==> config.mk <==
export PLATFORM = sky130hd
export DESIGN_NAME = mrbg_area
export DESIGN_NICKNAME = d
export VERILOG_FILES = /design/src/rtl/mrbg_pkg.sv /design/src/rtl/mrbg_area.sv
export SDC_FILE = /design/constraint.sdc
export NUM_CORES = 1
export LEC_CHECK = 0
export BUFFER_PORTS_ARGS = -buffer_cell sky130_fd_sc_hd__clkbuf_2
export CAP_MARGIN = 40
export CORE_MARGIN = 5
export CORE_UTILIZATION = 30
export DETAILED_ROUTE_END_ITERATION = 12
export GPL_TIMING_DRIVEN = 0
export PLACE_DENSITY_LB_ADDON = 0.05
export REMOVE_ABC_BUFFERS = 1
export SLEW_MARGIN = 20
export SYNTH_ARGS = -nofsm -noshare
export SYNTH_HDL_FRONTEND = slang
export SYNTH_SLANG_ARGS = --single-unit
==> constraint.sdc <==
create_clock -name clock -period 6.35 [get_ports clock]
set_input_delay 0.635 -clock clock [delete_from_list [all_inputs] [get_ports clock]]
set_output_delay 0.635 -clock clock [all_outputs]
set_load 0.005 [all_outputs]
==> src/rtl/mrbg_pkg.sv <==
`default_nettype none
// ----------------------------------------------------------------------------
// mrbg_pkg
// Shared constants and types of the maximal free rectangle finder.
// ----------------------------------------------------------------------------
package mrbg_pkg;

   // grid character that marks a free cell
   localparam int unsigned CHAR_W = 8;
   localparam logic [CHAR_W-1:0] FREE_CHAR = 8'h46;

   // width of the column count register
   localparam int unsigned CFG_W = 11;

   // result width, area saturates at all ones
   localparam int unsigned AREA_W = 20;
   localparam logic [AREA_W-1:0] AREA_MAX = '1;

   // stack command from the row controller
   typedef struct packed {
      logic clear;
      logic push;
      logic pop;
   } mrbg_stack_cmd_type;

endpackage
`default_nettype wire

==> src/rtl/mrbg_area.sv <==
`default_nettype none
// ----------------------------------------------------------------------------
// mrbg_area
// Area of each popped rectangle, saturated, and the running best area.
// ----------------------------------------------------------------------------
module mrbg_area
   import mrbg_pkg::*;
#(
   parameter int unsigned MAX_COLUMNS  = 1024,
   parameter int unsigned HEIGHT_LIMIT = 1023
) (
   input  wire logic                                 clock,
   input  wire logic                                 reset,
   input  wire logic                                 clear,
   input  wire logic                                 cand_valid,
   input  wire logic [$clog2(HEIGHT_LIMIT+1)-1:0]    cand_height,
   input  wire logic [$clog2(MAX_COLUMNS+1)-1:0]     cand_span,
   output logic                                      pending,
   output logic      [AREA_W-1:0]                    best_area
);

   localparam int unsigned CNT_W  = $clog2(MAX_COLUMNS + 1);
   localparam int unsigned H_W    = $clog2(HEIGHT_LIMIT + 1);
   localparam int unsigned PROD_W = H_W + CNT_W;
   localparam int unsigned WIDE_W = (PROD_W > AREA_W) ? PROD_W : AREA_W;

   logic              cand_valid_ff;
   logic [H_W-1:0]    cand_h_ff;
   logic [CNT_W-1:0]  cand_s_ff;
   logic [PROD_W-1:0] product;
   logic [WIDE_W-1:0] product_wide;
   logic [AREA_W-1:0] area_sat;
   logic [AREA_W-1:0] best_ff, best_in;

   // candidate register ahead of the multiplier
   always_ff @(posedge clock) begin
      if (reset) begin
         cand_valid_ff <= 1'b0;
      end else begin
         cand_valid_ff <= cand_valid;
      end
   end

   always_ff @(posedge clock) begin
      cand_h_ff <= cand_height;
      cand_s_ff <= cand_span;
   end

   // multiply and saturate
   assign product      = PROD_W'(cand_h_ff) * PROD_W'(cand_s_ff);
   assign product_wide = WIDE_W'(product);
   assign area_sat     = (product_wide > WIDE_W'(AREA_MAX)) ? AREA_MAX
                                                            : AREA_W'(product_wide);

   // running maximum, clear wins
   always_comb begin
      best_in = best_ff;
      if (clear) begin
         best_in = '0;
      end else if (cand_valid_ff && (area_sat > best_ff)) begin
         best_in = area_sat;
      end
   end

   always_ff @(posedge clock) begin
      if (reset) begin
         best_ff <= '0;
      end else begin
         best_ff <= best_in;
      end
   end

   assign pending   = cand_valid_ff;
   assign best_area = best_ff;

endmodule
`default_nettype wire

Word level (Yosys, flattened, before mapping)

Index checks and enable logic that the tools add are counted.

Shift operators: 0
$lt $le $gt $ge: 2
Bitwise gates (word level): 0
Reductions and logical operators: 2
Equal/unequal tests: 0
Add/sub/neg operators: 0
Multiply operators: 1
Mux-type cells: 1
Div/mod/pow operators: 0

Operators by type and width:

| cell                 | count |
|---|---|
| $gt 21x20->1 const B | 1 |
| $mul 10x11->21       | 1 |
| $gt 20x20->1         | 1 |
| $mux 20              | 1 |
| $reduce_or 2->1      | 1 |
| $logic_and 1x1->1    | 1 |

Bits in latches: 0
Bits of input ports: 25
Bits in read-only memories: 0
Output and inout port bits: 21
Logic and storage cells: 10
Memories: 0
Bits in registers: 42
Bits in writable memories: 0

Longest topological paths before layout

Gate-level depths: netlist of the first run.

Word-level depth: 5
Gate-level depth with buffers: 30
Depth with buffers taken out: 27

Worst setup path before layout of the first run

No wires, ideal clock.

Path kind: reg2reg
Start point: register cand_h_ff[9]
End point: register best_ff[12], in the netlist best_area[12]
Slack: -0.334 ns
Clock period less this slack: 6.684 ns
Path buffers: 2
Stages on the path, launching flop included: 27
Data required time: 6.234 ns
Setup time: 0.116 ns
Arrival: 6.568 ns
Cell sequence: dfxtp_1 -> buf_1 -> nand2_1 -> fa_1 -> inv_1 -> fa_1 -> inv_1 -> fa_1 -> fa_1 -> inv_1 -> fa_1 -> ha_1 -> a21oi_1 -> nand2_1 -> o21ai_0 -> o21ai_0 -> a21oi_1 -> xnor2_1 -> or2_2 -> ha_1 -> nand4_1 -> and4bb_1 -> a21boi_1 -> a2111oi_2 -> nor2_2 -> buf_2 -> a31o_1

Longest elaborated chain between the ends: 5

Ends and longest elaborated chain:

| element                | RTL line        | source |
|---|---|---|
| start, declared        | mrbg_area.sv:28 | `logic [H_W-1:0] cand_h_ff;` |
| start signal, assigned | mrbg_area.sv:45 | `cand_h_ff <= cand_height;` |
| $mul 10x11->21 (*)     | mrbg_area.sv:50 | `assign product = PROD_W'(cand_h_ff) * PROD_W'(cand_s_ff);` |
| $gt 21x20->1           | mrbg_area.sv:52 | `assign area_sat = (product_wide > WIDE_W'(AREA_MAX)) ? AREA_MAX` |
| $mux 20 (*)            | mrbg_area.sv:52 |  |
| named net area_sat[16] | mrbg_area.sv:32 | `logic [AREA_W-1:0] area_sat;` |
| $gt 20x20->1 (*)       | mrbg_area.sv:60 | `end else if (cand_valid_ff && (area_sat > best_ff)) begin` |
| $logic_and 1x1->1 (*)  | mrbg_area.sv:60 |  |
| end signal, assigned   | mrbg_area.sv:69 | `best_ff <= best_in;` |
| end, declared          | mrbg_area.sv:33 | `logic [AREA_W-1:0] best_ff, best_in;` |

Mark *: on every way through the listed nets, which the timed path passes. The rest lies on a longest branch.
A chain may end at the register's enable or synchronous reset.

Worst setup path after layout of the first run

Start point: register cand_h_ff[3]
End point: register best_ff[12], in the netlist best_area[12]

The elaborated chain is that of the path after synthesis.

==> results.ini, run 1 <==
[setup_path]
rr_worst_depth = 26
worstSetupEndpointType = flop
worstPathArrival_ps = 6780
slowest_delay_ps = 580
cp-endpoint = best_area[12]
r2r_start = cand_h_ff[3]
startpoint = cand_h_ff[3]
cp_max_fo = 7
reg2reg_to = best_area[12]
ff2ff_setup_slack_ps = -220
cp.required_ps = 6560
cp-start-kind = flop
worst-setup-path-type = reg2reg
cpMostUsedCell = fa_1
worst_path_max_delay_cell = fa_1

[logic_synthesis]
synth.distinct_cells = 50
seq_area_frac_synth_pct = 15.3
syn_area_per_cell_um2 = 8.81
yosys_warnings = 0
synth_ff_type = dfxtp_1
synth_seq_cells = 42
synth_cells = 624
async_flop_share_pct = 0
syn_area_um2 = 5500
synth-edff-count = 0

[power_and_ir_drop]
pwr-share-comb_pct = 84.8
p_sw_mw = 1.97
ir_drop_mv = 0.247
power_density_nw_per_um2 = 555
power_mw = 3.99
clkPwrFrac_pct = 6.9
seq_power_share_pct = 8.4
switching_share_pct = 49.4
p_leak_nw = 3.34
intPower_mw = 2.02

[clocking]
htreeDepth = 2
cts_tree = yes
cts_buffers = 5
clk_latency_ps = 300
root_buffer = clkbuf_16
cts.sinks = 42
cts_hold_buf = 0
path_clk_slew_ps = 80
clockBufferDepth = 2

[sta]
fin_crit_sh_pct = 104
max_freq_mhz = 152
final-setup-viol-count = 20
rsz0062_at_grt = yes
tightest_slew_ps = 629
slew_headroom_pct = 57.9
slew_violations = 0
fin_setup_tns_ps = -3880
clock_skew_ps = 13.5
worst_slack_ps = -224
final-hold-violation-count = 0
period_minus_slack_ps = 6570

[cells_and_area]
final_area_um2 = 7190
drive_gt1_share_pct = 30.8
antennaDiodeCount = 0
syn_to_final_growth_pct = 30.9
layout_common_cells = inv_1 (93), fa_1 (69), nand2_1 (61), and2_1 (61), ha_1 (58)
final_common_cell = inv_1
fin_nets = 890

[die]
start_util_pct = 30.5
fp-row-count = 49
die_area_um2 = 21100
die_h_um = 145
die_w_um = 145
io_pins = 46
core_um2 = 18000

[global_routing]
grt_antenna_before_repair = 0
grt_usage_pct = 14.1
grt_pass1_wl_mm = 24.2
grt_start_max_net_pins = 21
grt_pass1_vias = 4679
overflow = 0

[place]
gp_congestion = 0.768
place_area_um2 = 5900
hpwl_mm = 10.7
io_buffers = 45

[drt]
wire_per_inst_um = 15.5
drt_pass1_iterations = 4
vias = 4453
avgViaCountPerCell = 4.69
drc_errors = 0
wirelength_mm = 14.7
ant_nets = 0
drtIter0Drc = 142

[run_status]
outcome = complete, but fails checks
failed_checks = setup timing

[min_path]
min_path_type = in2reg
hold_depth = 1

[flow_run]
max-cap-violations = 0

==> power groups by stage <==
stage	Sequential (mW)	Clock, mW	Combinational (mW)
floorplan	0.331	0	1.78
global placement	0.348	0	2.36
detailed placement	0.348	0	2.37
CTS	0.335	0.286	3.14
global route	0.339	0.293	3.81
finish	0.334	0.274	3.39
==> registers in the layout, indices dropped and copies added, names as in the netlist <==
name       count
best_area     20
pending        1
cand_h_ff     10
cand_s_ff     11
==> cell families after synthesis <==
group	share of synthesized area, %
AOI/OAI and AO/OA	11.3
xor gates and xnor gates	3.96
adders and majority gates	42.8
buffers and inverters	9.18
DFF	15.3
and+or+nand+nor	17.4
==> metrics by stage <==
stage | utilization, % | setup WS, ps | std cells | hold slack, ps
global placement | 32.6 | -2100 | 872 | 532
detailed placement | 32.7 | -1690 | 873 | 530
CTS | 38.4 | -263 | 935 | 413
floorplan | - | -641 | 598 | 525
global route | 39.9 | -549 | 949 | 413
finish | 39.9 | -224 | 949 | 426
==> worst max-delay path, delay by kind of cell (launching register included) <==
| kind | cells | cell delay [ps] |
|---|---|---|
| AOI/OAI and AO/OA | 6 | 870 |
| xor gates and xnor gates | 1 | 170 |
| and+or+nand+nor | 7 | 1340 |
| DFF | 1 | 380 |
| adders and majority gates | 7 | 3160 |
| buffers and inverters | 5 | 550 |
==> worst min-delay path by stage <==
stage | from | to | slack (ps)
floorplan | best_area[15] | best_area[15] | 520
global placement | best_area[15] | best_area[15] | 530
detailed placement | best_area[15] | best_area[15] | 530
CTS | cand_span[4] | cand_s_ff[4] | 410
global route | cand_span[4] | cand_s_ff[4] | 410
finish | cand_span[4] | cand_s_ff[4] | 430
==> per-layer routing <==
layer  track usage (%)  part of all wire [%]
met5                 0                     0
met4              3.50                   1.1
met3              2.02                   2.3
met2              23.0                    49
met1              19.6                    47
==> final cells by class <==
| cell class | count | area, um^2 |
|---|---|---|
| Clock buffer | 6 | 129 |
| Clock inverter | 2 | 13.8 |
| Fill cell | 1906 | 10800 |
| Tap cell | 229 | 287 |
| Inverter | 101 | 379 |
| Sequential cell | 42 | 912 |
| Timing Repair Buffer | 113 | 855 |
| Multi-Input combinational cell | 456 | 4620 |
==> timing repair <==
action,4_1_cts,5_1_grt
pin swaps,37,43
gates resized for setup,128,38
gates cloned,2,0
buffers inserted,52,13
setup endpoints to repair,20,20
==> cells in the mapped netlist (all sizes together) (2+ instances only) <==
cell	count	area (um^2)
o311a	2	20.0
nand4	8	50.1
a2111oi	2	23.8
nand2	72	270
o21bai	2	15.0
and4	2	17.5
o211ai	3	22.5
fa	70	1400
and2	65	409
xor2	11	115
o21ai	32	160
a21oi	35	179
a31oi	12	75.1
or2	2	12.5
inv	101	379
nor2	19	73.8
ha	76	951
nor2b	4	25.0
nand2b	2	12.5
a21o	3	22.5
clkbuf	16	60.1
xnor2	10	103
nand3	7	35.0
buf	10	65.1
dfxtp	42	841
No activity file was read; power rests on OpenSTA's default activity.
==> run 2, diff against run 1 <==
- CORE_UTILIZATION: 30 -> 46
- GPL_ROUTABILITY_DRIVEN: default -> 0
- MAX_ROUTING_LAYER: default -> met4
==> run 2 against run 1 <==
  * The run still ends with setup timing left
  * Cell count decreased by 8.4%
  * Sequential share of layout area decreased by 0.15 points
  * Via count increased by 3.0%
  * Fmax decreased by 0.49%
  * Clock skew decreased by 0.61 ps
  * Critical path depth increased by 1
  * Critical path type unchanged
  * Largest power group unchanged
  * Highest routed layer unchanged
==> results.ini, run 2 (same netlist as run 1, synthesis figures left out) <==
[run_status]
outcome = complete, but fails checks
failed_checks = setup timing

[setup_path]
rr_worst_depth = 27
cp_max_fo = 7
r2r_start = cand_h_ff[9]
startpoint = cand_h_ff[9]
worstPathArrival_ps = 6800
cp-start-kind = flop
worstSetupEndpointType = flop
worst-setup-path-type = reg2reg
ff2ff_setup_slack_ps = -260
cp-endpoint = best_area[12]
reg2reg_to = best_area[12]
cp.required_ps = 6550

[flow_run]
max-cap-violations = 0

[die]
io_pins = 46
start_util_pct = 46.3
die_h_um = 119
die_w_um = 119
die_area_um2 = 14200
fp-row-count = 40
core_um2 = 11900

[clocking]
clk_latency_ps = 300
clockBufferDepth = 2
cts_buffers = 5
cts_tree = yes
htreeDepth = 2
path_clk_slew_ps = 70
root_buffer = clkbuf_16
cts.sinks = 42
cts_hold_buf = 0

[power_and_ir_drop]
p_leak_nw = 3.33
ir_drop_mv = 0.373
power_density_nw_per_um2 = 597

[cells_and_area]
syn_to_final_growth_pct = 32.7
final_common_cell = inv_1
utilization_pct = 61.5
drive_gt1_share_pct = 33.8
largest_reg_flops = 20
fin_nets = 892
nFillCells = 995
final_area_um2 = 7290
area.sequential_um2 = 913
layout_common_cells = inv_1 (96), fa_1 (68), and2_1 (63), nand2_1 (58), buf_4 (56)
multi_input_area_um2 = 4810
antennaDiodeCount = 0

[sta]
rsz0062_at_grt = yes
worst_slack_ps = -256
slew_violations = 0
fin_setup_tns_ps = -3880
max_freq_mhz = 151
slew_headroom_pct = 56.6
final-hold-violation-count = 0
fin_crit_sh_pct = 104
clock_skew_ps = 12.9
final-setup-viol-count = 20
tightest_slew_ps = 648
period_minus_slack_ps = 6610

[drt]
avgViaCountPerCell = 5.28
drt_pass1_iterations = 4
drc_errors = 0
wirelength_mm = 13.9
drtIter0Drc = 197
wire_per_inst_um = 16.0
ant_nets = 0
vias = 4587

[global_routing]
grt_pass1_vias = 4893
grt_usage_pct = 20.8
grt_start_max_net_pins = 21
grt_pass1_wl_mm = 23.6
grt_antenna_before_repair = 0
overflow = 0

[place]
place_area_um2 = 5800
hpwl_mm = 9.63
io_buffers = 45

[min_path]
min_path_type = in2reg

[run 2: cell types whose count changed in the layout (fill, tap and decap cells not counted), moves of 3 or more]
cell	previous run	this run
ha_1	58	47
ha_4	15	27
nand2_1	61	58
buf_4	52	56
inv_1	93	96
nand2_2	5	11
o21ai_1	17	12
nand2_4	6	3
o21ai_2	6	11
inv_2	8	5
[run 2: timing repair]
item | CTS | global route
cloned | 2 | 1
endpoints found under the hold margin | 0 | 0
setup endpoints to repair | 20 | 20
resized for setup | 144 | 46
setup buffers | 51 | 18
pin swaps | 45 | 39
[run 2: how the worst min path moves through the flow]
stage,startpoint,endpoint,slack [ps],depth (start not counted)
4_1_cts,cand_span[8],cand_s_ff[8],420,1
2_1_floorplan,best_area[15],best_area[15],520,2
3_5_place_dp,best_area[15],best_area[15],530,2
3_3_place_gp,best_area[15],best_area[15],530,2
6_report,cand_span[8],cand_s_ff[8],430,1
5_1_grt,cand_span[8],cand_s_ff[8],420,1
[run 2: metal layers]
layer,track usage [%],up-vias,share of wire (%)
li1,-,2210,-
met1,27.6,2286,46
met2,33.8,71,50
met3,2.85,20,2.7
met4,5.51,0,1.7
met5,-,-,0
[run 2: report_power, final]
group	internal, mW	leakage [nW]	switching, mW
logic	1.81	2.90	1.95
registers	0.294	0.354	0.0383
clock network	0.146	0.0708	0.119
[run 2: cell type report]
cell class	count	share of cell area, %
multi-input combinational	456	66.0
sequential	42	12.5
timing repair buffer	115	11.7
inverter	101	5.20
tap	147	2.52
clock buffer	6	1.77
clock inverter	2	0.189
[run 2: worst max-delay path, stage by stage, from the launching register on]
cell and delay [ps]:
dfxtp_4 370, and2_1 180, fa_1 550, fa_1 440
fa_1 510, fa_1 540, inv_1 50, fa_1 500
inv_2 50, ha_4 300, nand2_4 50, nor2_1 100
nand4_1 120, o211a_4 310, buf_6 130, xor2_4 180
or2_4 280, ha_4 260, nand4_1 170, and4bb_2 370
a21boi_4 230, a2111oi_4 50, buf_4 160, nor2_4 140
buf_12 120, buf_12 120, nor4_4 30, a31o_1 190
[run 2: stage by stage]
stage | hold slack [ps] | std cells | total power [mW] | setup WS, ps
6_report | 429 | 869 | 4.35 | -256
5_1_grt | 424 | 869 | 4.77 | -521
4_1_cts | 421 | 852 | 3.95 | -231
3_5_place_dp | 527 | 791 | 2.67 | -1590
3_3_place_gp | 534 | 790 | 2.63 | -1930
2_1_floorplan | 525 | 598 | 2.11 | -641
